**config.mk**
```make
export PLATFORM = sky130hd
export DESIGN_NAME = unity_gain_fir_trajectory_smoother_unit
export DESIGN_NICKNAME = d
export VERILOG_FILES = /design/src/sv/ugfts_pkg.sv /design/src/sv/ugfts_cell.sv /design/src/sv/ugfts_div.sv /design/src/sv/unity_gain_fir_trajectory_smoother_unit.sv
export VERILOG_INCLUDE_DIRS = /design/src /design/src/sv
export SDC_FILE = /design/constraint.sdc
export NUM_CORES = 2
export LEC_CHECK = 0
export ABC_AREA = 1
export BUFFER_PORTS_ARGS = -buffer_cell sky130_fd_sc_hd__buf_2
export CAP_MARGIN = 20
export CORE_ASPECT_RATIO = 1.1
export CORE_MARGIN = 2
export CORE_UTILIZATION = 60
export DETAILED_ROUTE_END_ITERATION = 10
export GPL_TIMING_DRIVEN = 0
export PLACE_DENSITY = 0.8
export SLEW_MARGIN = 5
export SYNTH_ARGS = -nofsm -noshare
export SYNTH_HDL_FRONTEND = slang
export SYNTH_SLANG_ARGS = --single-unit
export TNS_END_PERCENT = 50
```
**constraint.sdc**
```tcl
create_clock -name clk -period 13.2 [get_ports clk]
set_clock_uncertainty 0.2 [all_clocks]
set_input_delay 3.96 -clock clk [delete_from_list [all_inputs] [get_ports clk]]
set_output_delay 3.96 -clock clk [all_outputs]
set_load 0.01 [all_outputs]
```
**src/sv/unity_gain_fir_trajectory_smoother_unit_assert.svh**
```systemverilog
// Assertion macros for the trajectory smoother.
// Used by the top level only; define NO_ASSERTIONS to drop them.
`ifndef UNITY_GAIN_FIR_TRAJECTORY_SMOOTHER_UNIT_ASSERT_SVH
`define UNITY_GAIN_FIR_TRAJECTORY_SMOOTHER_UNIT_ASSERT_SVH
`ifndef NO_ASSERTIONS
`define UGF_ASSERT_IMP(lbl, a, c) \
  lbl: assert property (@(posedge clk) disable iff (!rst_n) (a) |-> (c)) else $error("lbl");
`define UGF_ASSERT_NXT(lbl, a, c) \
  lbl: assert property (@(posedge clk) disable iff (!rst_n) (a) |=> (c)) else $error("lbl");
`else
`define UGF_ASSERT_IMP(lbl, a, c)
`define UGF_ASSERT_NXT(lbl, a, c)
`endif
`endif

```
**src/sv/ugfts_pkg.sv**
```systemverilog
// Shared types and constants for the trajectory smoother.
// No dependencies.
package ugfts_pkg;
  localparam int TAPS = 8;
  localparam int NCOEF = 8;
  localparam int IDXW = $clog2(TAPS + 1);
  localparam logic [2:0] CFG_IDX_MAX = 3'd7;
  localparam logic [1:0] CNT_IDLE = 2'd0;
  localparam logic [1:0] CNT_FIRST = 2'd1;
  localparam logic [1:0] CNT_RUN = 2'd2;

  // Control from the sequencer to every tap cell.
  typedef struct packed {
    logic        load;   // parallel load of primed values
    logic        shift;  // shift toward the oldest entry
    logic        rotate; // rotate oldest -> newest for the MAC walk
    logic [31:0] sin;    // new newest entry on shift
  } cell_ctl_t;

  function automatic logic signed [31:0] sat32(input logic signed [63:0] v);
    if (v > 64'sd2147483647) return 32'sh7fffffff;
    if (v < -64'sd2147483648) return 32'sh80000000;
    return v[31:0];
  endfunction
endpackage

```
**src/sv/ugfts_cell.sv**
```systemverilog
// One history cell of the smoother: holds one entry and its coefficient.
// Depends on ugfts_pkg.
module ugfts_cell (
  input  logic                    clk,
  input  ugfts_pkg::cell_ctl_t    ctl,
  input  logic signed [31:0]      load_val,
  input  logic signed [31:0]      nb_val,
  input  logic signed [15:0]      nb_coef,
  input  logic                    coef_we,
  input  logic signed [15:0]      coef_wd,
  output logic signed [31:0]      val,
  output logic signed [15:0]      coef
);
  logic signed [31:0] val_r;
  logic signed [15:0] coef_r;

  // Reset values are loaded by the top level's clear through the load and coefficient write ports.
  always_ff @(posedge clk) begin
    if (ctl.load) val_r <= load_val;
    else if (ctl.shift || ctl.rotate) val_r <= nb_val;
    if (coef_we) coef_r <= coef_wd;
    else if (ctl.rotate) coef_r <= nb_coef;
  end
  assign val = val_r;
  assign coef = coef_r;
endmodule

```
**src/sv/ugfts_div.sv**
```systemverilog
// Serial signed divider: 64-bit dividend by 20-bit divisor, truncating.
// Depends on ugfts_pkg.
module ugfts_div (
  input  logic               clk,
  input  logic               rst_n,
  input  logic               start,
  input  logic signed [63:0] num,
  input  logic signed [19:0] den,
  output logic               done,
  output logic signed [31:0] quo
);
  logic [63:0] q_r, q_nxt;
  logic [20:0] rem_r, rem_nxt;
  logic [19:0] d_r;
  logic        neg_r;
  logic [6:0]  cnt_r;
  logic        busy_r;
  logic [20:0] trial;
  logic [63:0] qs;

  always_comb begin
    trial = {rem_r[19:0], q_r[63]};
    rem_nxt = trial;
    q_nxt = {q_r[62:0], 1'b0};
    if (trial >= {1'b0, d_r}) begin
      rem_nxt = trial - {1'b0, d_r};
      q_nxt[0] = 1'b1;
    end
  end

  always_ff @(posedge clk) begin
    if (!rst_n) begin
      busy_r <= 1'b0;
      done <= 1'b0;
    end else begin
      done <= 1'b0;
      if (start) begin
        busy_r <= 1'b1;
        cnt_r <= 7'd0;
        q_r <= num[63] ? 64'(-num) : num;
        d_r <= den[19] ? 20'(-den) : den;
        rem_r <= '0;
        neg_r <= num[63] ^ den[19];
      end else if (busy_r) begin
        q_r <= q_nxt;
        rem_r <= rem_nxt;
        cnt_r <= cnt_r + 7'd1;
        if (cnt_r == 7'd63) begin
          busy_r <= 1'b0;
          done <= 1'b1;
        end
      end
    end
  end
  assign qs = neg_r ? 64'(-q_r) : q_r;
  assign quo = ugfts_pkg::sat32(qs);
endmodule

```
**src/sv/unity_gain_fir_trajectory_smoother_unit.sv**
```systemverilog
// Top level of the unity-gain FIR trajectory smoother.
// Depends on ugfts_pkg, ugfts_cell, ugfts_div and the assertion header.
//
// Usage: one position sample per in_ transaction, flagged first/last.
// Results leave on the out_ channel, one per input, in order.
// Coefficients are written on the cfg_ channel (index 0..7) while idle.
// The history is a chain of eight cells. Each inner sample shifts in, then
// the chain rotates eight times past a single multiply-accumulate unit, and
// a 64-step restoring divider divides the dot product by the tap sum.
// A pass-through sample's result is registered on the accepting edge; an inner
// sample walks the MAC chain, drains the product and then runs the divider,
// which is skipped when the tap sum is zero. The second sample of a trajectory
// first primes the history. One item is in work at a time: in_ready returns
// the cycle after the result is taken, so a new sample waits until the last
// result has left.
// After reset a 1-cycle clear loads the chain and default coefficients.
// A stalled receiver holds the result register; input waits behind it.
`include "unity_gain_fir_trajectory_smoother_unit_assert.svh"
module unity_gain_fir_trajectory_smoother_unit (
  input  logic        clk,
  input  logic        rst_n,
  input  logic        in_valid,
  output logic        in_ready,
  input  logic [31:0] in_sample_position,
  input  logic        in_first_sample,
  input  logic        in_last_sample,
  output logic        out_valid,
  input  logic        out_ready,
  output logic [31:0] out_smoothed_position,
  output logic        out_was_filtered,
  output logic        out_zero_gain_error,
  output logic        out_end_of_trajectory,
  input  logic        cfg_valid,
  output logic        cfg_ready,
  input  logic [2:0]  cfg_index,
  input  logic [15:0] cfg_data
);
  localparam logic [2:0] S_CLR = 3'd0, S_IDLE = 3'd1, S_PRIME = 3'd2,
                         S_SHIFT = 3'd3, S_MAC = 3'd4, S_DIV = 3'd5, S_OUT = 3'd6;
  localparam int N = ugfts_pkg::TAPS;

  logic [2:0] st_r;
  logic [1:0] cnt_r;
  logic signed [31:0] start_r, x_r;
  logic [ugfts_pkg::IDXW-1:0] k_r;
  logic signed [63:0] acc_r;
  logic signed [19:0] gain_r;
  logic signed [47:0] prod_r;
  logic prod_v_r;
  ugfts_pkg::cell_ctl_t ctl;
  logic signed [31:0] vals [N];
  logic signed [15:0] coefs [N];
  logic signed [31:0] loads [N];
  logic signed [15:0] coef_wd [N];
  logic coef_we [N];
  logic div_start, div_done;
  logic signed [31:0] quo;
  logic signed [32:0] delta;

  assign delta = 33'(start_r) - 33'(x_r);

  for (genvar i = 0; i < N; i++) begin : g_cell
    logic [2:0] ci;
    assign ci = 3'(ugfts_pkg::NCOEF - N + i);
    always_comb begin
      loads[i] = (st_r == S_CLR) ? 32'sd0 : ugfts_pkg::sat32(
        64'(start_r) + 64'(delta) * 64'(N - i));
      coef_we[i] = (st_r == S_CLR) || (cfg_valid && cfg_ready && cfg_index == ci);
      coef_wd[i] = (st_r == S_CLR) ? ((ci == ugfts_pkg::CFG_IDX_MAX) ? 16'sd16384 : 16'sd0)
                                   : cfg_data;
    end
    ugfts_cell u_cell (
      .clk(clk), .ctl(ctl), .load_val(loads[i]),
      .nb_val((i == N - 1) ? (ctl.rotate ? vals[0] : ctl.sin) : vals[(i + 1) % N]),
      .nb_coef(coefs[(i + 1) % N]), .coef_we(coef_we[i]), .coef_wd(coef_wd[i]),
      .val(vals[i]), .coef(coefs[i]));
  end

  always_comb begin
    ctl = '0;
    ctl.sin = x_r;
    ctl.load = (st_r == S_CLR) || (st_r == S_PRIME);
    ctl.shift = (st_r == S_SHIFT);
    ctl.rotate = (st_r == S_MAC) && (k_r < ugfts_pkg::IDXW'(N));
  end

  assign in_ready = (st_r == S_IDLE) && !out_valid;
  assign cfg_ready = (st_r == S_IDLE);
  assign div_start = (st_r == S_MAC) && (k_r == ugfts_pkg::IDXW'(N)) && !prod_v_r
                     && (gain_r != 0);

  ugfts_div u_div (.clk(clk), .rst_n(rst_n), .start(div_start), .num(acc_r),
                   .den(gain_r), .done(div_done), .quo(quo));

  always_ff @(posedge clk) begin
    if (!rst_n) begin
      st_r <= S_CLR;
      cnt_r <= ugfts_pkg::CNT_IDLE;
      out_valid <= 1'b0;
      prod_v_r <= 1'b0;
    end else begin
      if (out_valid && out_ready) out_valid <= 1'b0;
      unique case (st_r)
        S_CLR: st_r <= S_IDLE;
        S_IDLE: if (in_valid && in_ready) begin
          x_r <= in_sample_position;
          out_smoothed_position <= in_sample_position;
          out_was_filtered <= 1'b0;
          out_zero_gain_error <= 1'b0;
          out_end_of_trajectory <= in_last_sample;
          if (in_first_sample || (cnt_r == ugfts_pkg::CNT_IDLE && !in_last_sample)) begin
            start_r <= in_sample_position;
            cnt_r <= in_last_sample ? ugfts_pkg::CNT_IDLE : ugfts_pkg::CNT_FIRST;
            out_valid <= 1'b1;
          end else if (in_last_sample) begin
            cnt_r <= ugfts_pkg::CNT_IDLE;
            out_valid <= 1'b1;
          end else begin
            st_r <= (cnt_r == ugfts_pkg::CNT_FIRST) ? S_PRIME : S_SHIFT;
            cnt_r <= ugfts_pkg::CNT_RUN;
          end
        end
        S_PRIME: st_r <= S_SHIFT;
        S_SHIFT: begin
          st_r <= S_MAC;
          k_r <= '0;
          acc_r <= '0;
          gain_r <= '0;
          prod_v_r <= 1'b0;
        end
        S_MAC: begin
          if (k_r < ugfts_pkg::IDXW'(N)) begin
            prod_r <= 48'(vals[0]) * 48'(coefs[0]);
            gain_r <= gain_r + 20'(coefs[0]);
            k_r <= k_r + ugfts_pkg::IDXW'(1);
          end
          prod_v_r <= (k_r < ugfts_pkg::IDXW'(N));
          if (prod_v_r) acc_r <= acc_r + 64'(prod_r);
          if (k_r == ugfts_pkg::IDXW'(N) && !prod_v_r) begin
            if (gain_r == 0) begin
              out_zero_gain_error <= 1'b1;
              st_r <= S_OUT;
            end else st_r <= S_DIV;
          end
        end
        S_DIV: if (div_done) begin
          out_smoothed_position <= quo;
          out_was_filtered <= 1'b1;
          st_r <= S_OUT;
        end
        S_OUT: begin
          out_valid <= 1'b1;
          st_r <= S_IDLE;
        end
        default: st_r <= S_IDLE;
      endcase
    end
  end

  `UGF_ASSERT_IMP(a_no_in_busy, (in_valid && in_ready), (st_r == S_IDLE))
  `UGF_ASSERT_IMP(a_flag_excl, out_valid, !(out_was_filtered && out_zero_gain_error))
  `UGF_ASSERT_NXT(a_out_hold, (out_valid && !out_ready), out_valid)
  `UGF_ASSERT_IMP(a_div_gain, div_start, (gain_r != 0))
endmodule

```
==> impl_metrics.env <==
export IMPL_final_util=0.654
export IMPL_first_pass_iters=11
export IMPL_post_cts_setup_buffer_count=0
export IMPL_vias=81566
export IMPL_tightest_slew_ns=1.40
export IMPL_hold_end="g_cell[3].u_cell.val[10]"
export IMPL_rsz0062_at_grt="no"
export IMPL_cts_tree="yes"
export IMPL_crit_path_top_delay_cell="xor2_4"
export IMPL_synthTopCellsByArea="edfxtp_1 26%, nand2_1 15%, fa_1 15%"
export IMPL_synth_most_common_cell="nand2_1"
export IMPL_grt_pass1_wl_um=489000
export IMPL_start_util=0.605
export IMPL_setup_viol=0
export IMPL_num_rows=143
export IMPL_ant_nets=0
export IMPL_dieArea_sq_mm=0.142
export IMPL_via_per_inst=6.11
export IMPL_fin_nets=12727
export IMPL_rr_endpoint="g_cell[2].u_cell.val[12]"
export IMPL_wl_met2_um=141000
export IMPL_wl_met1_um=120000
export IMPL_outcome="complete, but fails checks"
export IMPL_antenna_found_initial=29
export IMPL_startpoint_type="flip-flop"
export IMPL_grt_overflow=0
export IMPL_coreArea_sq_mm=0.138
export IMPL_post_cts_resize_count=0
export IMPL_r2r_cells=38
export IMPL_topRoutingLayerUsed="met5"
export IMPL_remaining_drc_errors=4
export IMPL_whs_path_depth=2
export IMPL_cts_buffer_depth=3
export IMPL_port_buffers=95
export IMPL_layout_min_cycle_time_ns=11.01
export IMPL_drtIter0Drc=11443
export IMPL_synth_area_leader_cell="edfxtp_1"
export IMPL_period_share=0.834
export IMPL_timing_critical_path_required_ns=13.45
export IMPL_max_clock_freq_mhz=90.9
export IMPL_synth_area_per_cell_sq_um=7.45
export IMPL_critPathMostFrequentCell="nand2_1"
export IMPL_cts_max_level=3
export IMPL_area_growth_pct=8.22
export IMPL_cts_sinks=740
export IMPL_ys_ff_latch=740
export IMPL_clk_pin_slew_worst_paths_ns=0.06
export IMPL_slew_violations=0
export IMPL_holdCritPathClass="reg2reg"
export IMPL_grt_max_degree=61
export IMPL_synth_edf_count=731
export IMPL_synth_cell_types=64
export IMPL_synth_fp_nets=12496
export IMPL_dpl_instance_area_sq_mm=0.0876
export IMPL_rrSetupSlack_ns=2.19
export IMPL_ioPinCount=96
export IMPL_hold_viol=0
export IMPL_dr_wl_met3_um=44400
export IMPL_setup_worst_path_class="reg2reg"
export IMPL_crit_start="start_r[0]"
export IMPL_end_kind="flip-flop"
export IMPL_violations="DRC"
export IMPL_critPathMaxFanout=10
export IMPL_dieWidth_um=360
export IMPL_worst_path_buf_inv=4
export IMPL_layout_drive_gt1_share=0.0373
export IMPL_maxSlewHeadroom=0.0642
export IMPL_hpwl_um=276000
export IMPL_drv_cap=0
export IMPL_synth_cells=11218
export IMPL_synthTopCellsByCount="3277 x nand2_1, 1829 x inv_1, 879 x nor2_1"
export IMPL_synthesis_area_sq_mm=0.0836
export IMPL_cpPeakStageDelay_ns=0.83
export IMPL_yosysWarnings=0
export IMPL_synth_top_area_share=0.263
export IMPL_yosysSeqAreaShare=0.265
export IMPL_cts_inserted_buffers=81
export IMPL_globalplace_congestion=1.11
export IMPL_async_reset_ff_frac=0
export IMPL_clk_latency_ns=0.73
export IMPL_r2r_start="start_r[0]"
export IMPL_die_h_um=396
export IMPL_postLayoutCellArea_sq_mm=0.0905
export IMPL_grt_usage=0.468
export IMPL_min_delay_start="g_cell[4].u_cell.val[10]"
export IMPL_grt_pass1_vias=78010
export IMPL_routedWlPerCell_um=25.3
export IMPL_hold_buffers=0
export IMPL_cp_arrival_ns=11.26
export IMPL_synthFlopType="edfxtp_1"
export IMPL_cts_root_buffer="clkbuf_16"
export IMPL_routed_wirelength_um=338000
export IMPL_cp_top_family="compound AO/OA/AOI/OAI gates"
state kept, by name, summed over array words and instances (netlist names), 2 cells and up:
signal / flops
k_r: 4
u_div.q_r: 64
x_r: 32
cnt_r: 2
out_smoothed_position: 32
acc_r: 64
gain_r: 20
start_r: 32
g_cell.u_cell.coef: 128
prod_r: 48
u_div.d_r: 20
st_r: 3
u_div.rem_r: 20
u_div.cnt_r: 7
g_cell.u_cell.val: 256
layout make-up:
type                       count  area (sq um)
buffer                       323          1380
clock inverter                48           601
clock buffer                  99          2100
inverter                    1836          6890
tap                         1812          2270
sequential                   740         22100
multi-input combinational   8319         53400
timing repair buffer         148          1600
fill                       12073         47800
antenna                       24          60.1
cell families after synthesis:
group | after synthesis | share of synthesized area
AO/OA/AOI/OAI | 1831 | 0.120
buffers and inverters | 2159 | 0.0989
XOR/XNOR | 469 | 0.0494
AND/OR/NAND/NOR | 4799 | 0.230
adder cells (fa/ha/maj) | 1220 | 0.238
flip-flops | 740 | 0.265
layout by cell type, fill, tap and decap left out, types with 13 or more instances in the layout:
master	Yosys	layout
xor2_1	307	297
nor4_1	48	48
inv_1	1829	1829
buf_2	32	127
buf_6	9	14
clkbuf_1	255	272
a21oi_1	781	779
nand2_1	3277	3277
a21boi_0	26	26
buf_4	15	17
o21ai_0	676	675
nand3b_1	21	21
a21o_1	48	48
ha_1	607	607
o21ai_1	23	23
or2_2	39	39
edfxtp_1	731	731
buf_16	0	25
nor2_1	879	876
xnor2_1	159	156
clkinv_2	0	13
o31ai_1	18	18
fa_1	613	613
a31oi_1	84	84
o21bai_1	42	42
diode_2	0	24
o211ai_1	29	29
o21a_1	51	51
nor3_1	95	93
nand3_1	317	316
clkbuf_16	0	82
nand4_1	71	71
per-layer routing:
layer / vias to the layer above / global-route usage
met5: - / 0.00541
met4: 17 / 0.363
met1: 38085 / 0.571
met2: 5632 / 0.692
li1: 36438 / -
met3: 1394 / 0.143
worst max-delay path by stage:
stage	endpoint	slack, ns	depth (start not counted)
after floorplan	u_div.cnt_r[0]	1.72	3
after global placement	u_div.rem_r[1]	-1.91	4
after detailed placement	g_cell[2].u_cell.val[30]	2.90	38
after CTS	g_cell[2].u_cell.val[11]	2.79	38
after global routing	g_cell[2].u_cell.val[11]	2.04	38
final	g_cell[2].u_cell.val[12]	2.19	38
per-stage QoR:
step / cells / TNS [ns] / setup WS (ns) / hold WS, ns
6_report: 13349 / 0 / 2.19 / 0.280
5_1_grt: 13332 / 0 / 2.04 / 0.299
4_1_cts: 13319 / 0 / 2.79 / 0.283
3_5_place_dp: 13172 / 0 / 2.90 / 0.286
3_3_place_gp: 13125 / -601.35 / -1.91 / 0.264
2_1_floorplan: 11218 / 0 / 1.72 / 0.249
tightest hold or removal path, stage by stage (launching register included):
cell and delay, ns:
edfxtp_1 0.32, nand2_1 0.05, nand2_1 0.05
Power is left out: the tool's default activity adds up to more than one toggle a clock period on the data nets, which glitch-free logic cannot reach.
